**config.mk**
```make
export PLATFORM = sky130hd
export DESIGN_NAME = double_ended_queue
export DESIGN_NICKNAME = d
export VERILOG_FILES = /design/src/hdl/dq_pkg.sv /design/src/hdl/double_ended_queue.sv /design/src/hdl/dq_front.sv /design/src/hdl/dq_cmd_fifo.sv /design/src/hdl/dq_back.sv
export SDC_FILE = /design/constraint.sdc
export NUM_CORES = 2
export LEC_CHECK = 0
export BUFFER_PORTS_ARGS = -buffer_cell sky130_fd_sc_hd__buf_2
export CAP_MARGIN = 15
export CORE_AREA = 2 2 351 353
export DETAILED_ROUTE_END_ITERATION = 12
export DIE_AREA = 0 0 353 355
export PLACE_DENSITY = 0.71
export SLEW_MARGIN = 25
export SYNTH_ARGS = -nofsm -noshare
export SYNTH_HDL_FRONTEND = slang
export SYNTH_SLANG_ARGS = --single-unit
```
**constraint.sdc**
```tcl
create_clock -name clock -period 14.15 [get_ports clock]
set_clock_uncertainty 0.15 [all_clocks]
set_input_delay 2.83 -clock clock [delete_from_list [all_inputs] [get_ports clock]]
set_output_delay 2.83 -clock clock [all_outputs]
set_load 0.02 [all_outputs]
```
**src/hdl/dq_pkg.sv**
```systemverilog
// Shared types and codes for the double-ended queue.
package dq_pkg;

   // Request operation codes (3-bit field of the request transaction).
   localparam logic [2:0] OP_PUSH_FRONT = 3'd0;
   localparam logic [2:0] OP_PUSH_BACK  = 3'd1;
   localparam logic [2:0] OP_POP_FRONT  = 3'd2;
   localparam logic [2:0] OP_POP_BACK   = 3'd3;
   localparam logic [2:0] OP_DUMP       = 3'd4;

   localparam int VALUE_W   = 32;
   localparam int STATUS_W  = 2;

   // Command queue between front and back.
   localparam int CMDQ_DEPTH = 2;
   localparam int CMDQ_AW    = 1;
   localparam int CMDQ_FW    = 2;

   typedef enum logic [STATUS_W-1:0] {
      STATUS_OK    = 2'd0,
      STATUS_EMPTY = 2'd1,
      STATUS_FULL  = 2'd2
   } status_type;

   typedef enum logic [2:0] {
      CMD_PUSH_FRONT,
      CMD_PUSH_BACK,
      CMD_POP_FRONT,
      CMD_POP_BACK,
      CMD_DUMP,
      CMD_NOP
   } cmd_kind_type;

   typedef struct packed {
      cmd_kind_type               kind;
      logic signed [VALUE_W-1:0]  value;
   } cmd_type;

   typedef enum logic {
      BK_IDLE,
      BK_DUMP
   } back_state_type;

endpackage

```
**src/hdl/double_ended_queue.sv**
```systemverilog
// Top level of the bounded double-ended queue of signed 32-bit values.
//
//   channel  dir  handshake            payload
//   req      in   req_tvalid/tready    tdata: operation[2:0], push_value[34:3]
//   rsp      out  rsp_tvalid/tready    tdata: element_value[31:0];
//                                      tuser: status[1:0], has_value[2]; tlast
//
// Push and pop each give one result; a dump of n entries streams one entry
// per cycle while the output is not stalled, paced by the single read port
// of the storage. A request passes through the command queue, the read/result
// stage and the output register before its first result appears.
// Reset (synchronous, active high) empties the queue; storage is not cleared.
// Either side may stall independently: the two-entry command queue absorbs
// requests while the output register holds a result that is not yet taken.
module double_ended_queue import dq_pkg::*; #(
   parameter int DEPTH = 32
) (
   input  logic        clock,
   input  logic        reset,
   input  logic        req_tvalid,
   output logic        req_tready,
   input  logic [39:0] req_tdata,   // [2:0] operation, [34:3] push_value, [39:35] zero
   output logic        rsp_tvalid,
   input  logic        rsp_tready,
   output logic [31:0] rsp_tdata,   // [31:0] element_value
   output logic [2:0]  rsp_tuser,   // [1:0] status, [2] has_value
   output logic        rsp_tlast
);

   cmd_type                    dec_cmd, q_cmd;
   logic                       dec_valid, dec_ready;
   logic                       q_valid, q_ready;
   logic [STATUS_W-1:0]        status;
   logic                       has_value;
   logic signed [VALUE_W-1:0]  element_value;

   // front: decode each request transaction into a command
   dq_front u_front (
      .req_tvalid (req_tvalid),
      .req_tready (req_tready),
      .req_tdata  (req_tdata),
      .cmd_valid  (dec_valid),
      .cmd_ready  (dec_ready),
      .cmd        (dec_cmd)
   );

   // short queue so decode and execute stall independently
   dq_cmd_fifo u_cmd_fifo (
      .clock    (clock),
      .reset    (reset),
      .wr_valid (dec_valid),
      .wr_ready (dec_ready),
      .wr_cmd   (dec_cmd),
      .rd_valid (q_valid),
      .rd_ready (q_ready),
      .rd_cmd   (q_cmd)
   );

   // back: ring buffer, pointer updates, dump streaming, result register
   dq_back #(
      .DEPTH (DEPTH)
   ) u_back (
      .clock         (clock),
      .reset         (reset),
      .cmd_valid     (q_valid),
      .cmd_ready     (q_ready),
      .cmd           (q_cmd),
      .rsp_valid     (rsp_tvalid),
      .rsp_ready     (rsp_tready),
      .rsp_status    (status),
      .rsp_has_value (has_value),
      .rsp_value     (element_value),
      .rsp_last      (rsp_tlast)
   );

   assign rsp_tdata = element_value;
   assign rsp_tuser = {has_value, status};

endmodule

```
**src/hdl/dq_front.sv**
```systemverilog
// Request decode: turns an incoming transaction into a queue command.
module dq_front import dq_pkg::*; (
   input  logic                   req_tvalid,
   output logic                   req_tready,
   input  logic [39:0]            req_tdata,   // [2:0] operation, [34:3] push_value
   output logic                   cmd_valid,
   input  logic                   cmd_ready,
   output cmd_type                cmd
);

   logic [2:0] op;

   assign op         = req_tdata[2:0];
   assign cmd_valid  = req_tvalid;
   assign req_tready = cmd_ready;

   always_comb begin
      cmd.value = req_tdata[34:3];
      unique case (op)
         OP_PUSH_FRONT: cmd.kind = CMD_PUSH_FRONT;
         OP_PUSH_BACK:  cmd.kind = CMD_PUSH_BACK;
         OP_POP_FRONT:  cmd.kind = CMD_POP_FRONT;
         OP_POP_BACK:   cmd.kind = CMD_POP_BACK;
         OP_DUMP:       cmd.kind = CMD_DUMP;
         default:       cmd.kind = CMD_NOP;
      endcase
   end

endmodule

```
**src/hdl/dq_cmd_fifo.sv**
```systemverilog
// Two-entry command queue decoupling the decode side from the execute side.
module dq_cmd_fifo import dq_pkg::*; (
   input  logic    clock,
   input  logic    reset,
   input  logic    wr_valid,
   output logic    wr_ready,
   input  cmd_type wr_cmd,
   output logic    rd_valid,
   input  logic    rd_ready,
   output cmd_type rd_cmd
);

   cmd_type              slot_ff [CMDQ_DEPTH];
   logic [CMDQ_AW-1:0]   wr_ptr_ff, wr_ptr_in;
   logic [CMDQ_AW-1:0]   rd_ptr_ff, rd_ptr_in;
   logic [CMDQ_FW-1:0]   fill_ff, fill_in;
   logic                 do_wr, do_rd;

   assign wr_ready = (fill_ff != CMDQ_FW'(CMDQ_DEPTH));
   assign rd_valid = (fill_ff != '0);
   assign rd_cmd   = slot_ff[rd_ptr_ff];
   assign do_wr    = wr_valid && wr_ready;
   assign do_rd    = rd_valid && rd_ready;

   always_comb begin
      wr_ptr_in = do_wr ? wr_ptr_ff + 1'b1 : wr_ptr_ff;
      rd_ptr_in = do_rd ? rd_ptr_ff + 1'b1 : rd_ptr_ff;
      fill_in   = fill_ff;
      if (do_wr && !do_rd) begin
         fill_in = fill_ff + 1'b1;
      end else if (do_rd && !do_wr) begin
         fill_in = fill_ff - 1'b1;
      end
   end

   always_ff @(posedge clock) begin
      if (reset) begin
         wr_ptr_ff <= '0;
         rd_ptr_ff <= '0;
         fill_ff   <= '0;
      end else begin
         wr_ptr_ff <= wr_ptr_in;
         rd_ptr_ff <= rd_ptr_in;
         fill_ff   <= fill_in;
      end
   end

   always_ff @(posedge clock) begin
      if (do_wr) begin
         slot_ff[wr_ptr_ff] <= wr_cmd;
      end
   end

endmodule

```
**src/hdl/dq_back.sv**
```systemverilog
// Execute side: ring buffer storage, pointers, dump sequencer and result stages.
module dq_back import dq_pkg::*; #(
   parameter int DEPTH = 32
) (
   input  logic                       clock,
   input  logic                       reset,
   input  logic                       cmd_valid,
   output logic                       cmd_ready,
   input  cmd_type                    cmd,
   output logic                       rsp_valid,
   input  logic                       rsp_ready,
   output logic [STATUS_W-1:0]        rsp_status,
   output logic                       rsp_has_value,
   output logic signed [VALUE_W-1:0]  rsp_value,
   output logic                       rsp_last
);

   localparam int AW = (DEPTH > 1) ? $clog2(DEPTH) : 1;
   localparam int CW = $clog2(DEPTH + 1);
   localparam int SW = AW + 1;

   function automatic logic [AW-1:0] idx_inc(input logic [AW-1:0] idx);
      return (idx == AW'(DEPTH - 1)) ? '0 : idx + 1'b1;
   endfunction

   function automatic logic [AW-1:0] idx_dec(input logic [AW-1:0] idx);
      return (idx == '0) ? AW'(DEPTH - 1) : idx - 1'b1;
   endfunction

   back_state_type state_ff, state_in;

   logic [VALUE_W-1:0] mem_ff [DEPTH];
   logic [VALUE_W-1:0] rd_data_ff;

   logic [AW-1:0] front_ff, front_in;
   logic [CW-1:0] count_ff, count_in;
   logic [AW-1:0] dptr_ff, dptr_in;
   logic [CW-1:0] drem_ff, drem_in;

   // stage 1: result control, value comes from the read register
   logic                s1_valid_ff, s1_valid_in;
   status_type          s1_status_ff, s1_status_in;
   logic                s1_has_ff, s1_has_in;
   logic                s1_last_ff, s1_last_in;

   // stage 2: output register
   logic                       rsp_valid_ff;
   logic [STATUS_W-1:0]        rsp_status_ff;
   logic                       rsp_has_ff;
   logic signed [VALUE_W-1:0]  rsp_value_ff;
   logic                       rsp_last_ff;

   logic          advance;
   logic          is_full, is_empty;
   logic [SW-1:0] back_sum;
   logic [AW-1:0] back_addr;
   logic          mem_we;
   logic [AW-1:0] mem_waddr;
   logic          rd_en;
   logic [AW-1:0] rd_addr;

   assign advance  = !rsp_valid_ff || rsp_ready;
   assign is_full  = (count_ff == CW'(DEPTH));
   assign is_empty = (count_ff == '0);
   assign back_sum = SW'(front_ff) + SW'(count_ff);
   assign back_addr = (back_sum >= SW'(DEPTH)) ? AW'(back_sum - SW'(DEPTH)) : AW'(back_sum);

   // next state
   always_comb begin
      state_in = state_ff;
      unique case (state_ff)
         BK_IDLE: begin
            if (advance && cmd_valid && cmd.kind == CMD_DUMP && count_ff > CW'(1)) begin
               state_in = BK_DUMP;
            end
         end
         BK_DUMP: begin
            if (advance && drem_ff == CW'(1)) begin
               state_in = BK_IDLE;
            end
         end
         default: state_in = BK_IDLE;
      endcase
   end

   // datapath controls
   always_comb begin
      cmd_ready    = 1'b0;
      mem_we       = 1'b0;
      mem_waddr    = front_ff;
      rd_en        = 1'b0;
      rd_addr      = front_ff;
      front_in     = front_ff;
      count_in     = count_ff;
      dptr_in      = dptr_ff;
      drem_in      = drem_ff;
      s1_valid_in  = advance ? 1'b0 : s1_valid_ff;
      s1_status_in = s1_status_ff;
      s1_has_in    = s1_has_ff;
      s1_last_in   = s1_last_ff;
      unique case (state_ff)
         BK_IDLE: begin
            if (advance && cmd_valid) begin
               cmd_ready    = 1'b1;
               s1_valid_in  = 1'b1;
               s1_status_in = STATUS_OK;
               s1_has_in    = 1'b0;
               s1_last_in   = 1'b1;
               case (cmd.kind)
                  CMD_PUSH_FRONT: begin
                     if (is_full) begin
                        s1_status_in = STATUS_FULL;
                     end else begin
                        front_in  = idx_dec(front_ff);
                        mem_we    = 1'b1;
                        mem_waddr = idx_dec(front_ff);
                        count_in  = count_ff + 1'b1;
                     end
                  end
                  CMD_PUSH_BACK: begin
                     if (is_full) begin
                        s1_status_in = STATUS_FULL;
                     end else begin
                        mem_we    = 1'b1;
                        mem_waddr = back_addr;
                        count_in  = count_ff + 1'b1;
                     end
                  end
                  CMD_POP_FRONT: begin
                     if (is_empty) begin
                        s1_status_in = STATUS_EMPTY;
                     end else begin
                        front_in = idx_inc(front_ff);
                        count_in = count_ff - 1'b1;
                     end
                  end
                  CMD_POP_BACK: begin
                     if (is_empty) begin
                        s1_status_in = STATUS_EMPTY;
                     end else begin
                        count_in = count_ff - 1'b1;
                     end
                  end
                  CMD_DUMP: begin
                     if (is_empty) begin
                        s1_status_in = STATUS_EMPTY;
                     end else begin
                        rd_en      = 1'b1;
                        rd_addr    = front_ff;
                        s1_has_in  = 1'b1;
                        s1_last_in = (count_ff == CW'(1));
                        dptr_in    = idx_inc(front_ff);
                        drem_in    = count_ff - 1'b1;
                     end
                  end
                  default: ;
               endcase
            end
         end
         BK_DUMP: begin
            if (advance) begin
               rd_en        = 1'b1;
               rd_addr      = dptr_ff;
               s1_valid_in  = 1'b1;
               s1_status_in = STATUS_OK;
               s1_has_in    = 1'b1;
               s1_last_in   = (drem_ff == CW'(1));
               dptr_in      = idx_inc(dptr_ff);
               drem_in      = drem_ff - 1'b1;
            end
         end
         default: ;
      endcase
   end

   always_ff @(posedge clock) begin
      if (reset) begin
         state_ff     <= BK_IDLE;
         front_ff     <= '0;
         count_ff     <= '0;
         dptr_ff      <= '0;
         drem_ff      <= '0;
         s1_valid_ff  <= 1'b0;
         rsp_valid_ff <= 1'b0;
      end else begin
         state_ff    <= state_in;
         front_ff    <= front_in;
         count_ff    <= count_in;
         dptr_ff     <= dptr_in;
         drem_ff     <= drem_in;
         s1_valid_ff <= s1_valid_in;
         if (advance) begin
            rsp_valid_ff <= s1_valid_ff;
         end
      end
   end

   always_ff @(posedge clock) begin
      s1_status_ff <= s1_status_in;
      s1_has_ff    <= s1_has_in;
      s1_last_ff   <= s1_last_in;
      if (advance) begin
         rsp_status_ff <= s1_status_ff;
         rsp_has_ff    <= s1_has_ff;
         rsp_value_ff  <= s1_has_ff ? rd_data_ff : '0;
         rsp_last_ff   <= s1_last_ff;
      end
   end

   // storage: one write port, one registered read port
   always_ff @(posedge clock) begin
      if (mem_we) begin
         mem_ff[mem_waddr] <= cmd.value;
      end
      if (rd_en) begin
         rd_data_ff <= mem_ff[rd_addr];
      end
   end

   assign rsp_valid     = rsp_valid_ff;
   assign rsp_status    = rsp_status_ff;
   assign rsp_has_value = rsp_has_ff;
   assign rsp_value     = rsp_value_ff;
   assign rsp_last      = rsp_last_ff;

`ifndef ASSERT_OFF
   a_count_bound: assert property (@(posedge clock) disable iff (reset)
      count_ff <= CW'(DEPTH))
      else $error("entry count above capacity");

   a_front_bound: assert property (@(posedge clock) disable iff (reset)
      SW'(front_ff) < SW'(DEPTH))
      else $error("front index out of range");

   a_dump_remaining: assert property (@(posedge clock) disable iff (reset)
      (state_ff == BK_DUMP) |-> (drem_ff != '0 && !mem_we))
      else $error("dump sequencer with nothing left or writing");

   a_s1_hold: assert property (@(posedge clock) disable iff (reset)
      (rsp_valid_ff && !rsp_ready) |-> (!rd_en && s1_valid_in == s1_valid_ff))
      else $error("stage 1 changed under a stalled output");

   a_no_cmd_in_dump: assert property (@(posedge clock) disable iff (reset)
      (state_ff == BK_DUMP) |-> !cmd_ready)
      else $error("command taken during dump");
`endif

endmodule

```
==> results.json <==
{
  "tns_ps": 0,
  "grt_max_degree": 131,
  "avgSynthCellArea_um2": 14.2,
  "clock_latency_ps": 720,
  "synth_cells": 3830,
  "syn-num-nets": 3890,
  "min_period_ps": 7610,
  "synth_top_area_cell": "edfxtp_1",
  "netlist.area_leader.share_pct": 64.4,
  "drcViolationCount": 0,
  "yosys-top-cells-area": "edfxtp_1 64%, mux4_2 8.3%, nand3_1 3.1%",
  "clkTransAtPathRegs_ps": 60,
  "htree_num_levels": 3,
  "io_pins": 82,
  "worst_slack_ps": 6540,
  "grt_pass1_vias": 36400,
  "arrival_ps": 7810,
  "cts_setup_buffers": 0,
  "cts_tree": "yes",
  "vias_per_cell": 6.79,
  "worstPathRequired_ps": 14350,
  "path_cells": "buf_2 -> nor2b_4 -> buf_4 -> inv_6 -> buf_4 -> nand3_4 -> buf_4 -> buf_4 -> nand3_1 -> a32oi_1 -> nand4b_1 -> nor4_1",
  "fp-row-count": 128,
  "cts_resized": 0,
  "hold_viol_final": 0,
  "die_area_um2": 125000,
  "ys_seq_area_share_pct": 65.5,
  "min_period_over_period_pct": 53.8,
  "gr-total-overflow": 0,
  "clock_sinks": 1196,
  "port_buffers": 76,
  "use_met3_pct": 6.70,
  "routed_wl_um": 170000,
  "setup_violations": 0,
  "cp_max_fo": 69,
  "antenna_found_initial": 4,
  "cts_root_buf": "clkbuf_16",
  "fmax_mhz": 131,
  "worst-path-buf-inv": 6,
  "p_leak_nw": 18.9,
  "hold_buffers": 0,
  "crit_path_start_kind": "input port",
  "seq_area_um2": 35600,
  "post-synth-top-count-cell": "edfxtp_1",
  "area_delta_synth_final_pct": 10.8,
  "fin_util_pct": 49.6,
  "grt_busiest_layer": "met2",
  "grt_use_met1_pct": 33.4,
  "endpoint_kind": "flop",
  "first_pass_iters": 6,
  "netlist_area_um2": 54300,
  "ir_worst_vdd_uv": 195,
  "drive_gt1_share_pct": 17.9,
  "crit_slowest_cell": "nor4_1",
  "core_area_um2": 121000,
  "place_hpwl_um": 93300,
  "fin_area_um2": 60200,
  "cap_viol_max_count": 0,
  "async_flop_share_pct": 0,
  "grt_use_met2_pct": 42.6,
  "final-max-slew-violation-count": 0,
  "postRouteAntennaNets": 0,
  "post_drt_wl_per_cell_um": 30.9,
  "critPathKind": "input port to flop",
  "synth-main-ff-cell": "edfxtp_1",
  "fin_cells": 5515,
  "slowest_delay_ps": 950,
  "rsz0062_at_grt": "false",
  "hp-class": "flop to flop",
  "nFillCells": 10100,
  "synth_common_cells": "1166 x edfxtp_1, 336 x nand3_1, 301 x o21ai_0, 228 x clkbuf_1, 200 x mux4_2",
  "post-place-ws_ps": 5960,
  "die_y_um": 355,
  "tightest_slew_ps": 1080,
  "routed-via-count": 37500,
  "placed_area_um2": 56600,
  "powerDensity_nw_per_um2": 159,
  "drtIter0Drc": 6204,
  "ys_seq_elements": 1196,
  "place_inst": 5309,
  "relSlewSlack_pct": 28.0,
  "track_usage_pct": 26.5,
  "synth_cell_types": 86,
  "yosys_warnings": 0,
  "die_w_um": 353,
  "critPathTopFamily": "buffers and inverters",
  "fin_nets": 3859,
  "synth_edf_count": 1166,
  "start_util_pct": 44.8,
  "outcome": "finished, final reports clean",
  "numCtsBuffers": 112,
  "place_congestion": 0.880,
  "multi_input_area_um2": 17600,
  "grt_pass1_wl_um": 245000,
  "clockBufferDepth": 3,
  "path_common_cell": "buf_4"
}
==> cells by family after synthesis <==
group                    Yosys count  share of synthesized area (%)
buffers and inverters            353                           2.72
AND/OR/NAND/NOR                 1126                           10.8
XOR/XNOR                          16                          0.258
adder cells (fa/ha/maj)           16                          0.382
flip-flops                      1196                           65.5
multiplexers                     276                           9.80
AO/OA/AOI/OAI                    847                           10.5
==> worst reg2reg max path: cells and delay by family, from the launching register on <==
family          cells  cell delay [ps]
compound gates      1              270
buf+inv             5             2850
flops               1              350
simple gates        5             1800
==> routing by layer <==
| layer | part of all wire, % | up-vias |
|---|---|---|
| met3 | 12 | 591 |
| met2 | 47 | 2845 |
| met4 | 5.5 | 4 |
| li1 | - | 15200 |
| met5 | 0.016 | - |
| met1 | 35 | 18800 |
==> per-stage QoR <==
| stage | hold slack [ps] | power, mW |
|---|---|---|
| 2_1_floorplan | 250 | 5.79 |
| 3_5_place_dp | 259 | 6.55 |
| 5_1_grt | 276 | 9.78 |
| 3_3_place_gp | 263 | 6.51 |
| 4_1_cts | 278 | 9.48 |
| 6_report | 268 | 9.54 |
==> layout by cell type (no fill, tap or decap), drive strengths merged, types with 62 or more instances in the layout <==
cell type / count
a211oi: 129
a22oi: 84
a32oi: 107
buf: 191
clkbuf: 138
edfxtp: 1166
mux4: 200
nand2: 193
nand2b: 153
nand3: 338
nor2: 144
o21ai: 305
o22ai: 62
==> registers in the layout (all words and copies together) (netlist names), 2 cells and up, named ones only <==
name                 count
u_back.mem_ff         1024
u_cmd_fifo.slot_ff      70
u_back.rd_data_ff       32
u_back.rsp_value        32
u_back.count_ff          6
u_back.drem_ff           6
u_back.dptr_ff           5
u_back.front_ff          5
u_back.rsp_status        2
u_back.s1_status_ff      2
u_cmd_fifo.fill_ff       2
==> worst paths after layout <==
check                                                     startpoint                             end  slack (ps)  depth (start not counted)
worst min-delay path            u_back.s1_status_ff[1]$_SDFFCE_PP0P_  u_back.rsp_status[1]$_DFFE_PN_         270                          0
worst max-delay path                                      rsp_tready  u_back.rd_data_ff[6]$_DFFE_PP_        6540                         12
worst min register to register  u_back.s1_status_ff[1]$_SDFFCE_PP0P_  u_back.rsp_status[1]$_DFFE_PN_         270                          0
worst max register to register         u_back.rsp_valid$_SDFFE_PP0N_  u_back.rd_data_ff[6]$_DFFE_PP_        8380                         11
==> power breakdown <==
part / switching, mW / internal (mW)
Sequential: 0.110 / 4.40
Combinational: 1.44 / 0.598
Clock: 1.34 / 1.65
==> area by class of cell <==
cell class,instances,share of cell area (%)
antenna,1,0.00416
clock buffer,138,4.83
clock inverter,66,1.08
inverter,17,0.118
multi-input combinational,2281,29.2
sequential,1196,59.2
tap,1625,3.38
timing repair buffer,191,2.15
No activity file was read; power rests on OpenSTA's default activity.
